### src/sttok_pkg.sv
// ----------------------------------------------------------------------------
// sttok_pkg
// Shared types, character codes and lookup functions for the source text
// tokenizer.
// ----------------------------------------------------------------------------
package sttok_pkg;

    localparam int KEYWORD_CHARS = 6;
    localparam int KW_IDX_W      = $clog2(KEYWORD_CHARS);
    localparam int KW_COUNT      = 7;
    localparam int POS_W         = 16;
    localparam int FIFO_DEPTH    = 4;
    localparam int FIFO_AW       = $clog2(FIFO_DEPTH);
    localparam int FIFO_CW       = FIFO_AW + 1;

    localparam logic [POS_W-1:0] POS_CAP = 16'hffff;
    localparam logic [POS_W-1:0] WL_CAP  = 16'hffff;

    localparam logic [7:0] CH_NUL    = 8'h00;
    localparam logic [7:0] CH_TAB    = 8'h09;
    localparam logic [7:0] CH_CR     = 8'h0d;
    localparam logic [7:0] CH_SPACE  = 8'h20;
    localparam logic [7:0] CH_BANG   = 8'h21;
    localparam logic [7:0] CH_LPAREN = 8'h28;
    localparam logic [7:0] CH_RPAREN = 8'h29;
    localparam logic [7:0] CH_STAR   = 8'h2a;
    localparam logic [7:0] CH_PLUS   = 8'h2b;
    localparam logic [7:0] CH_COMMA  = 8'h2c;
    localparam logic [7:0] CH_MINUS  = 8'h2d;
    localparam logic [7:0] CH_SLASH  = 8'h2f;
    localparam logic [7:0] CH_0      = 8'h30;
    localparam logic [7:0] CH_9      = 8'h39;
    localparam logic [7:0] CH_SEMI   = 8'h3b;
    localparam logic [7:0] CH_LT     = 8'h3c;
    localparam logic [7:0] CH_EQ     = 8'h3d;
    localparam logic [7:0] CH_GT     = 8'h3e;
    localparam logic [7:0] CH_UA     = 8'h41;
    localparam logic [7:0] CH_UZ     = 8'h5a;
    localparam logic [7:0] CH_LA     = 8'h61;
    localparam logic [7:0] CH_LZ     = 8'h7a;
    localparam logic [7:0] CH_LBRACE = 8'h7b;
    localparam logic [7:0] CH_RBRACE = 8'h7d;

    typedef enum logic [4:0] {
        K_ILLEGAL   = 5'd0,
        K_END       = 5'd1,
        K_IDENT     = 5'd2,
        K_INT       = 5'd3,
        K_ASSIGN    = 5'd4,
        K_SEMI      = 5'd5,
        K_LPAREN    = 5'd6,
        K_RPAREN    = 5'd7,
        K_LBRACE    = 5'd8,
        K_RBRACE    = 5'd9,
        K_COMMA     = 5'd10,
        K_PLUS      = 5'd11,
        K_MINUS     = 5'd12,
        K_BANG      = 5'd13,
        K_STAR      = 5'd14,
        K_SLASH     = 5'd15,
        K_LT        = 5'd16,
        K_GT        = 5'd17,
        K_EQ        = 5'd18,
        K_NOTEQ     = 5'd19,
        K_KW_LET    = 5'd20,
        K_KW_TRUE   = 5'd21,
        K_KW_FALSE  = 5'd22,
        K_KW_IF     = 5'd23,
        K_KW_ELSE   = 5'd24,
        K_KW_RETURN = 5'd25,
        K_KW_FN     = 5'd26
    } kind_t;

    typedef enum logic [2:0] {
        PC_NONE  = 3'd0,
        PC_INT   = 3'd1,
        PC_IDENT = 3'd2,
        PC_EQ    = 3'd3,
        PC_BANG  = 3'd4
    } pclass_t;

    typedef logic [KEYWORD_CHARS-1:0][7:0] word_buf_t;

    typedef struct packed {
        kind_t            kind;
        logic [POS_W-1:0] start;
        logic [POS_W-1:0] length;
        logic             last;
    } tok_t;

    typedef struct packed {
        logic a_vld;
        tok_t a;
        logic b_vld;
        tok_t b;
    } push_t;

    function automatic logic [3:0] kw_len(input logic [2:0] k);
        logic [3:0] n;
        case (k)
            3'd0:    n = 4'd3;
            3'd1:    n = 4'd4;
            3'd2:    n = 4'd5;
            3'd3:    n = 4'd2;
            3'd4:    n = 4'd4;
            3'd5:    n = 4'd6;
            3'd6:    n = 4'd2;
            default: n = 4'd0;
        endcase
        return n;
    endfunction

    // byte 0 of the word holds the first letter
    function automatic word_buf_t kw_text(input logic [2:0] k);
        word_buf_t t;
        case (k)
            3'd0:    t = word_buf_t'({8'h74, 8'h65, 8'h6c});
            3'd1:    t = word_buf_t'({8'h65, 8'h75, 8'h72, 8'h74});
            3'd2:    t = word_buf_t'({8'h65, 8'h73, 8'h6c, 8'h61, 8'h66});
            3'd3:    t = word_buf_t'({8'h66, 8'h69});
            3'd4:    t = word_buf_t'({8'h65, 8'h73, 8'h6c, 8'h65});
            3'd5:    t = word_buf_t'({8'h6e, 8'h72, 8'h75, 8'h74, 8'h65, 8'h72});
            3'd6:    t = word_buf_t'({8'h6e, 8'h66});
            default: t = '0;
        endcase
        return t;
    endfunction

    function automatic kind_t kw_kind(input word_buf_t wb, input logic [POS_W-1:0] len);
        kind_t     r;
        logic      same;
        word_buf_t txt;
        r = K_IDENT;
        for (int k = KW_COUNT - 1; k >= 0; k--) begin
            txt  = kw_text(3'(k));
            same = (len == POS_W'(kw_len(3'(k))));
            for (int i = 0; i < KEYWORD_CHARS; i++) begin
                if (i < int'(kw_len(3'(k))) && wb[i] != txt[i]) begin
                    same = 1'b0;
                end
            end
            if (same) begin
                r = kind_t'(5'(K_KW_LET) + 5'(k));
            end
        end
        return r;
    endfunction

    function automatic kind_t op_kind(input logic [7:0] c);
        kind_t r;
        case (c)
            CH_EQ:     r = K_ASSIGN;
            CH_SEMI:   r = K_SEMI;
            CH_LPAREN: r = K_LPAREN;
            CH_RPAREN: r = K_RPAREN;
            CH_LBRACE: r = K_LBRACE;
            CH_RBRACE: r = K_RBRACE;
            CH_COMMA:  r = K_COMMA;
            CH_PLUS:   r = K_PLUS;
            CH_MINUS:  r = K_MINUS;
            CH_BANG:   r = K_BANG;
            CH_STAR:   r = K_STAR;
            CH_SLASH:  r = K_SLASH;
            CH_LT:     r = K_LT;
            CH_GT:     r = K_GT;
            default:   r = K_ILLEGAL;
        endcase
        return r;
    endfunction

endpackage

### src/sttok_lexer.sv
// ----------------------------------------------------------------------------
// sttok_lexer
// Input byte register and one-step lexer: closes or extends the pending
// token and produces up to two tokens per byte.
// ----------------------------------------------------------------------------
module sttok_lexer
    import sttok_pkg::*;
(
    input  logic       clk,
    input  logic       rst_n,
    input  logic       in_valid,
    output logic       in_stall,
    input  logic [7:0] ch,
    input  logic       room,
    output push_t      push
);

    logic             full_reg;
    logic [7:0]       ch_reg;
    pclass_t          pc_reg, pc_next;
    logic [POS_W-1:0] ts_reg, ts_next;
    logic [POS_W-1:0] pos_reg, pos_next;
    logic [POS_W-1:0] wl_reg, wl_next;
    word_buf_t        word_buf_reg;

    logic                step;
    logic                is_digit, is_alpha, is_space;
    logic                extend, pair;
    logic [POS_W-1:0]    pos_inc, run_len;
    logic                buf_we;
    logic [KW_IDX_W-1:0] buf_idx;

    assign step     = full_reg && room;
    assign in_stall = full_reg && !room;

    always_ff @(posedge clk or negedge rst_n)
    begin
        if (!rst_n)
        begin
            full_reg <= 1'b0;
        end
        else if (in_valid && !in_stall)
        begin
            full_reg <= 1'b1;
        end
        else if (step)
        begin
            full_reg <= 1'b0;
        end
    end

    always_ff @(posedge clk)
    begin
        if (in_valid && !in_stall)
        begin
            ch_reg <= ch;
        end
        if (buf_we)
        begin
            word_buf_reg[buf_idx] <= ch_reg;
        end
    end

    always_ff @(posedge clk or negedge rst_n)
    begin
        if (!rst_n)
        begin
            pc_reg  <= PC_NONE;
            ts_reg  <= '0;
            pos_reg <= '0;
            wl_reg  <= '0;
        end
        else
        begin
            pc_reg  <= pc_next;
            ts_reg  <= ts_next;
            pos_reg <= pos_next;
            wl_reg  <= wl_next;
        end
    end

    assign is_digit = ch_reg inside {[CH_0:CH_9]};
    assign is_alpha = ch_reg inside {[CH_UA:CH_UZ], [CH_LA:CH_LZ]};
    assign is_space = ch_reg inside {CH_SPACE, [CH_TAB:CH_CR]};
    assign extend   = (pc_reg == PC_INT && is_digit) || (pc_reg == PC_IDENT && is_alpha);
    assign pair     = (pc_reg == PC_EQ || pc_reg == PC_BANG) && ch_reg == CH_EQ;
    assign pos_inc  = (pos_reg == POS_CAP) ? pos_reg : pos_reg + 1'b1;
    assign run_len  = pos_reg - ts_reg;

    // next state
    always_comb
    begin
        pc_next  = pc_reg;
        ts_next  = ts_reg;
        pos_next = pos_reg;
        wl_next  = wl_reg;
        buf_we   = 1'b0;
        buf_idx  = wl_reg[KW_IDX_W-1:0];
        if (step)
        begin
            if (extend)
            begin
                pos_next = pos_inc;
                if (pc_reg == PC_IDENT)
                begin
                    buf_we  = wl_reg < POS_W'(KEYWORD_CHARS);
                    wl_next = (wl_reg == WL_CAP) ? wl_reg : wl_reg + 1'b1;
                end
            end
            else if (pair)
            begin
                pc_next  = PC_NONE;
                pos_next = pos_inc;
            end
            else if (ch_reg == CH_NUL)
            begin
                pc_next  = PC_NONE;
                ts_next  = '0;
                pos_next = '0;
                wl_next  = '0;
            end
            else
            begin
                pc_next  = PC_NONE;
                pos_next = pos_inc;
                if (is_digit)
                begin
                    pc_next = PC_INT;
                    ts_next = pos_reg;
                end
                else if (is_alpha)
                begin
                    pc_next = PC_IDENT;
                    ts_next = pos_reg;
                    buf_we  = 1'b1;
                    buf_idx = '0;
                    wl_next = POS_W'(1);
                end
                else if (ch_reg == CH_EQ)
                begin
                    pc_next = PC_EQ;
                    ts_next = pos_reg;
                end
                else if (ch_reg == CH_BANG)
                begin
                    pc_next = PC_BANG;
                    ts_next = pos_reg;
                end
            end
        end
    end

    // token outputs
    always_comb
    begin
        push.a_vld    = step && !extend && pc_reg != PC_NONE;
        push.a.start  = ts_reg;
        push.a.last   = 1'b0;
        push.a.kind   = K_INT;
        push.a.length = run_len;
        case (pc_reg)
            PC_IDENT:
            begin
                push.a.kind = kw_kind(word_buf_reg, wl_reg);
            end
            PC_EQ:
            begin
                push.a.kind   = pair ? K_EQ : K_ASSIGN;
                push.a.length = pair ? POS_W'(2) : POS_W'(1);
            end
            PC_BANG:
            begin
                push.a.kind   = pair ? K_NOTEQ : K_BANG;
                push.a.length = pair ? POS_W'(2) : POS_W'(1);
            end
            default:
            begin
                push.a.kind = K_INT;
            end
        endcase

        push.b_vld    = 1'b0;
        push.b.start  = pos_reg;
        push.b.length = POS_W'(1);
        push.b.last   = 1'b0;
        push.b.kind   = op_kind(ch_reg);
        if (step && !extend && !pair)
        begin
            if (ch_reg == CH_NUL)
            begin
                push.b_vld    = 1'b1;
                push.b.kind   = K_END;
                push.b.length = '0;
                push.b.last   = 1'b1;
            end
            else if (!(is_space || is_digit || is_alpha || ch_reg == CH_EQ
                       || ch_reg == CH_BANG))
            begin
                push.b_vld = 1'b1;
            end
        end
    end

endmodule

### src/sttok_fifo.sv
// ----------------------------------------------------------------------------
// sttok_fifo
// Four-entry token queue: takes up to two tokens a cycle, hands out one
// word a cycle on the output channel while out_stall is low.
// ----------------------------------------------------------------------------
module sttok_fifo
    import sttok_pkg::*;
(
    input  logic              clk,
    input  logic              rst_n,
    input  push_t             push,
    output logic              room,
    output logic              out_valid,
    input  logic              out_stall,
    output tok_t              tok
);

    tok_t               mem [FIFO_DEPTH];
    logic [FIFO_AW-1:0] wptr_reg, rptr_reg;
    logic [FIFO_CW-1:0] count_reg;

    logic               pop;
    logic               w0_en, w1_en;
    tok_t               w0_data;
    logic [FIFO_AW-1:0] wptr_1;
    logic [FIFO_CW-1:0] n_push;

    assign room      = count_reg < FIFO_CW'(FIFO_DEPTH - 1);
    assign out_valid = count_reg != '0;
    assign pop       = out_valid && !out_stall;
    assign tok       = mem[rptr_reg];

    assign w0_en   = push.a_vld || push.b_vld;
    assign w0_data = push.a_vld ? push.a : push.b;
    assign w1_en   = push.a_vld && push.b_vld;
    assign wptr_1  = wptr_reg + 1'b1;
    assign n_push  = FIFO_CW'(w0_en) + FIFO_CW'(w1_en);

    always_ff @(posedge clk)
    begin
        if (w0_en)
        begin
            mem[wptr_reg] <= w0_data;
        end
        if (w1_en)
        begin
            mem[wptr_1] <= push.b;
        end
    end

    always_ff @(posedge clk or negedge rst_n)
    begin
        if (!rst_n)
        begin
            wptr_reg  <= '0;
            rptr_reg  <= '0;
            count_reg <= '0;
        end
        else
        begin
            wptr_reg  <= wptr_reg + FIFO_AW'(n_push);
            rptr_reg  <= rptr_reg + FIFO_AW'(pop);
            count_reg <= count_reg + n_push - FIFO_CW'(pop);
        end
    end

endmodule

### src/source_text_tokenizer.sv
// ----------------------------------------------------------------------------
// source_text_tokenizer
// Streaming lexer: source bytes in, tokens with kind, start and length out.
// ----------------------------------------------------------------------------
//   channel | signals                               | word
//   input   | in_valid, in_stall, ch                | one source byte
//   output  | out_valid, out_stall, kind, start_res,| one token
//           | length, last                          |
//
// one byte per cycle while in_stall is low; a byte is captured in the input
// register, then the lexer step pushes its tokens into a four-entry queue
// a byte that closes one token and makes a one-byte or end token gives two
// tokens, so the one-word-per-cycle output port sets the rate on such runs
// in_stall rises while a byte waits and the queue holds more than two tokens
// reset clears position and pending token; no clearing pass
module source_text_tokenizer
    import sttok_pkg::*;
(
    input  logic        clk,
    input  logic        rst_n,
    input  logic        in_valid,
    output logic        in_stall,
    input  logic [7:0]  ch,
    output logic        out_valid,
    input  logic        out_stall,
    output logic [4:0]  kind,
    output logic [15:0] start_res,
    output logic [15:0] length,
    output logic        last
);

    push_t push;
    logic  room;
    tok_t  tok;

    sttok_lexer u_lexer (
        .clk      (clk),
        .rst_n    (rst_n),
        .in_valid (in_valid),
        .in_stall (in_stall),
        .ch       (ch),
        .room     (room),
        .push     (push)
    );

    sttok_fifo u_fifo (
        .clk       (clk),
        .rst_n     (rst_n),
        .push      (push),
        .room      (room),
        .out_valid (out_valid),
        .out_stall (out_stall),
        .tok       (tok)
    );

    assign kind      = tok.kind;
    assign start_res = tok.start;
    assign length    = tok.length;
    assign last      = tok.last;

endmodule

### config.mk
export PLATFORM = sky130hd
export DESIGN_NAME = source_text_tokenizer
export DESIGN_NICKNAME = d
export VERILOG_FILES = /design/src/sttok_pkg.sv /design/src/sttok_lexer.sv /design/src/sttok_fifo.sv /design/src/source_text_tokenizer.sv
export SDC_FILE = /design/constraint.sdc
export NUM_CORES = 1
export LEC_CHECK = 0
export BUFFER_PORTS_ARGS = -buffer_cell sky130_fd_sc_hd__clkbuf_2
export CAP_MARGIN = 20
export CORE_MARGIN = 3
export CORE_UTILIZATION = 55
export DETAILED_ROUTE_END_ITERATION = 10
export GPL_ROUTABILITY_DRIVEN = 1
export HOLD_SLACK_MARGIN = 0.1
export PLACE_DENSITY = 0.8
export SYNTH_ARGS = -nofsm -noshare
export SYNTH_HDL_FRONTEND = slang
export SYNTH_HIERARCHICAL = 1
export SYNTH_SLANG_ARGS = --single-unit
### constraint.sdc
create_clock -name clk -period 16.8 [get_ports clk]
set_input_delay 0.84 -clock clk [delete_from_list [all_inputs] [get_ports clk]]
set_output_delay 0.84 -clock clk [all_outputs]
set_load 0.02 [all_outputs]
==> results.cfg <==
[clocking]
clk_pin_slew_ns = 0.06
numCtsBuffers = 29
ctsResizeCount = 0
post_cts_buffers = 0
htreeDepth = 1
root_buffer = clkbuf_16
cts_max_path_buffers = 3
cts_tree = done
cts.sinks = 267
clock_latency_ns = 0.55
cts-hold-fix-buffers = 0

[sta]
maxSlewViolCount = 0
fmax_ghz = 0.191
finalCriticalPeriod_ns = 5.23
rsz0062_at_grt = false
setup_viol = 0
worst_slack_ns = 11.57
final.setup.tns_ns = 0
worst_pin_slew_ns = 1.12
finalCritPeriodShare_pct = 31.1
whs_ns = 0.452
finClkSkew_ns = 0.00957
hold_violations = 0
slew_headroom_pct = 25.3

[worst_setup_path]
crit_required_ns = 16.97
critical_path_buf_inv_count = 2
cp-end-kind = flop
cp_top_family = simple AND/OR/NAND/NOR gates
cp_max_fo = 78
rr_startpoint = u_lexer/ch_reg[1]$_DFFE_PP_
cp.arrival_ns = 5.40
startpoint_type = flop
cp_slowest_cell = or2_2
critical_path.max_stage_delay_ns = 0.93
cpMostUsedCell = buf_4
regToRegSetupSlack_ns = 11.57
reg2reg_depth = 10
rr_endpoint = u_fifo/mem[2][25]$_DFFE_PP_
critical_path_class = reg2reg
path_cells = or4_4 > o221a_4 > nand2_2 > nand2_1 > nor2_4 > buf_4 > ha_1 > and3b_1 > buf_4 > or2_2

[pwr]
leakage_nw = 5.65
power.density_nw_per_um2 = 171
irDropWorstVdd_uv = 105

[place]
gp_congestion = 0.928
dpl-instance-area_um2 = 15000
hpwlAfterDp_um = 22100
pre_cts_slack_ns = 11.59
dp_cells = 1579
numPortBuffers = 51

[synth]
synth_edf_count = 208
async_flop_share_pct = 22.1
seq_area_frac_synth_pct = 52.4
netlist_instances = 1263
yosys_register_bits = 267
avgSynthCellArea_um2 = 11.7
syn-cell-area_um2 = 14700
synth_cell_types = 77
yosysWarnings = 6
synthFlopType = edfxtp_1

[detailed_routing]
drc_errors = 0
wl_per_cell_um = 21.9
ant_nets = 0
first_pass_iters = 6
drt_wl_total_um = 35700
drt_iter0_drc = 1406
via_per_inst = 6.77
route.vias.total = 11058

[global_routing]
antenna_found_initial = 0
grt-ovfl-total = 0
grt_pass1_vias = 10662
grt_first_pass_wirelength_um = 56000
grt_usage_pct = 24.3
grt_max_degree = 79

[final_layout]
finalNonFillerCells = 1634
layout_common_cells = 208 x edfxtp_1, 155 x o221ai_1, 148 x nand2_1, 86 x nand2b_1, 58 x nor2_1
area_growth_pct = 8.85
final_area_um2 = 16000
nNetsFinal = 1317
final_common_cell = edfxtp_1
antenna_cells = 0
largest_reg_flops = 152
drive_gt1_share_pct = 14.2

[run]
timing.max_cap.violations = 0

[floorplan]
num_rows = 59
die_area_um2 = 28800
initial_utilization_pct = 56.2
core_area_um2 = 26200
die_x_um = 170
ioPinCount = 52
die_y_um = 170

[run_status]
status = finished, final reports clean

[worst_hold_path]
hold_path.class = in2async
kinds of logic after synthesis:
logic type	Yosys count	synth area share (%)
compound gates	312	15.9
xor+xnor	28	1.66
fa+ha+maj	29	2.56
buf+inv	141	5.33
flops	267	52.4
mux	39	5.89
other cells	1	0.0255
simple gates	446	16.2
per-layer routing:
layer,track usage [%],up-vias,share of wire (%)
li1,-,4963,-
met1,32.9,5359,41
met2,40.5,646,48
met3,3.28,90,8.4
met4,8.78,0,2.6
met5,0,-,0
through the flow:
step                      util, %  total power [mW]
after floorplan                 -              1.78
after global placement       57.2              2.03
after detailed placement     57.2              2.07
after CTS                    61.1              2.75
after global routing         61.2              2.88
final                        61.2              2.75
where the power goes:
part	internal, mW	total (mW)	switching [mW]
registers	0.914	1.04	0.122
logic	0.404	1.03	0.630
clock network	0.410	0.677	0.266
total	1.73	2.75	1.02
cells in the mapped netlist, types with 6 or more instances:
cell	number	area share (%)
clkbuf_1	31	0.79
dfrtp_1	59	10
xnor2_1	12	0.71
nor2_1	59	1.5
or2_2	6	0.25
xor2_1	16	0.95
o221ai_1	155	9.2
mux4_2	38	5.8
inv_1	40	1.0
nand3b_1	7	0.36
nand3_1	23	0.78
nor4bb_1	6	0.41
a31oi_1	10	0.42
edfxtp_1	208	42
and3_1	11	0.47
nand2_1	148	3.8
nor2b_1	7	0.30
buf_6	13	0.99
buf_2	32	1.1
nand4_1	20	0.85
a21o_1	6	0.31
ha_1	27	2.3
a21oi_1	36	1.2
nor4_1	8	0.34
nand2b_1	86	3.7
o21ai_1	13	0.44
buf_4	23	1.2
o21ai_0	44	1.5
nor4b_1	6	0.36
nor3_1	14	0.48
or4_1	6	0.31
o21a_1	6	0.31
worst max path at each step:
stage	from	endpoint	cells after the start
after floorplan	u_lexer/ch_reg[1]$_DFFE_PP_	u_fifo/mem[1][0]$_DFFE_PP_	11
after global placement	u_lexer/ch_reg[1]$_DFFE_PP_	u_fifo/mem[2][24]$_DFFE_PP_	10
after detailed placement	u_lexer/ch_reg[1]$_DFFE_PP_	u_fifo/mem[2][13]$_DFFE_PP_	10
after CTS	u_lexer/ch_reg[1]$_DFFE_PP_	u_fifo/mem[2][12]$_DFFE_PP_	10
after global routing	u_lexer/ch_reg[1]$_DFFE_PP_	u_fifo/mem[2][23]$_DFFE_PP_	10
final	u_lexer/ch_reg[1]$_DFFE_PP_	u_fifo/mem[2][25]$_DFFE_PP_	10
cell type report:
class                      count  area (µm²)
timing repair buffer          68         395
fill                        2018       10200
sequential                   267        7730
tap                          335         419
clock buffer                  30         729
inverter                      40         150
multi-input combinational    870        6320
clock inverter                24         297
Power figures use the tool's default switching activity.
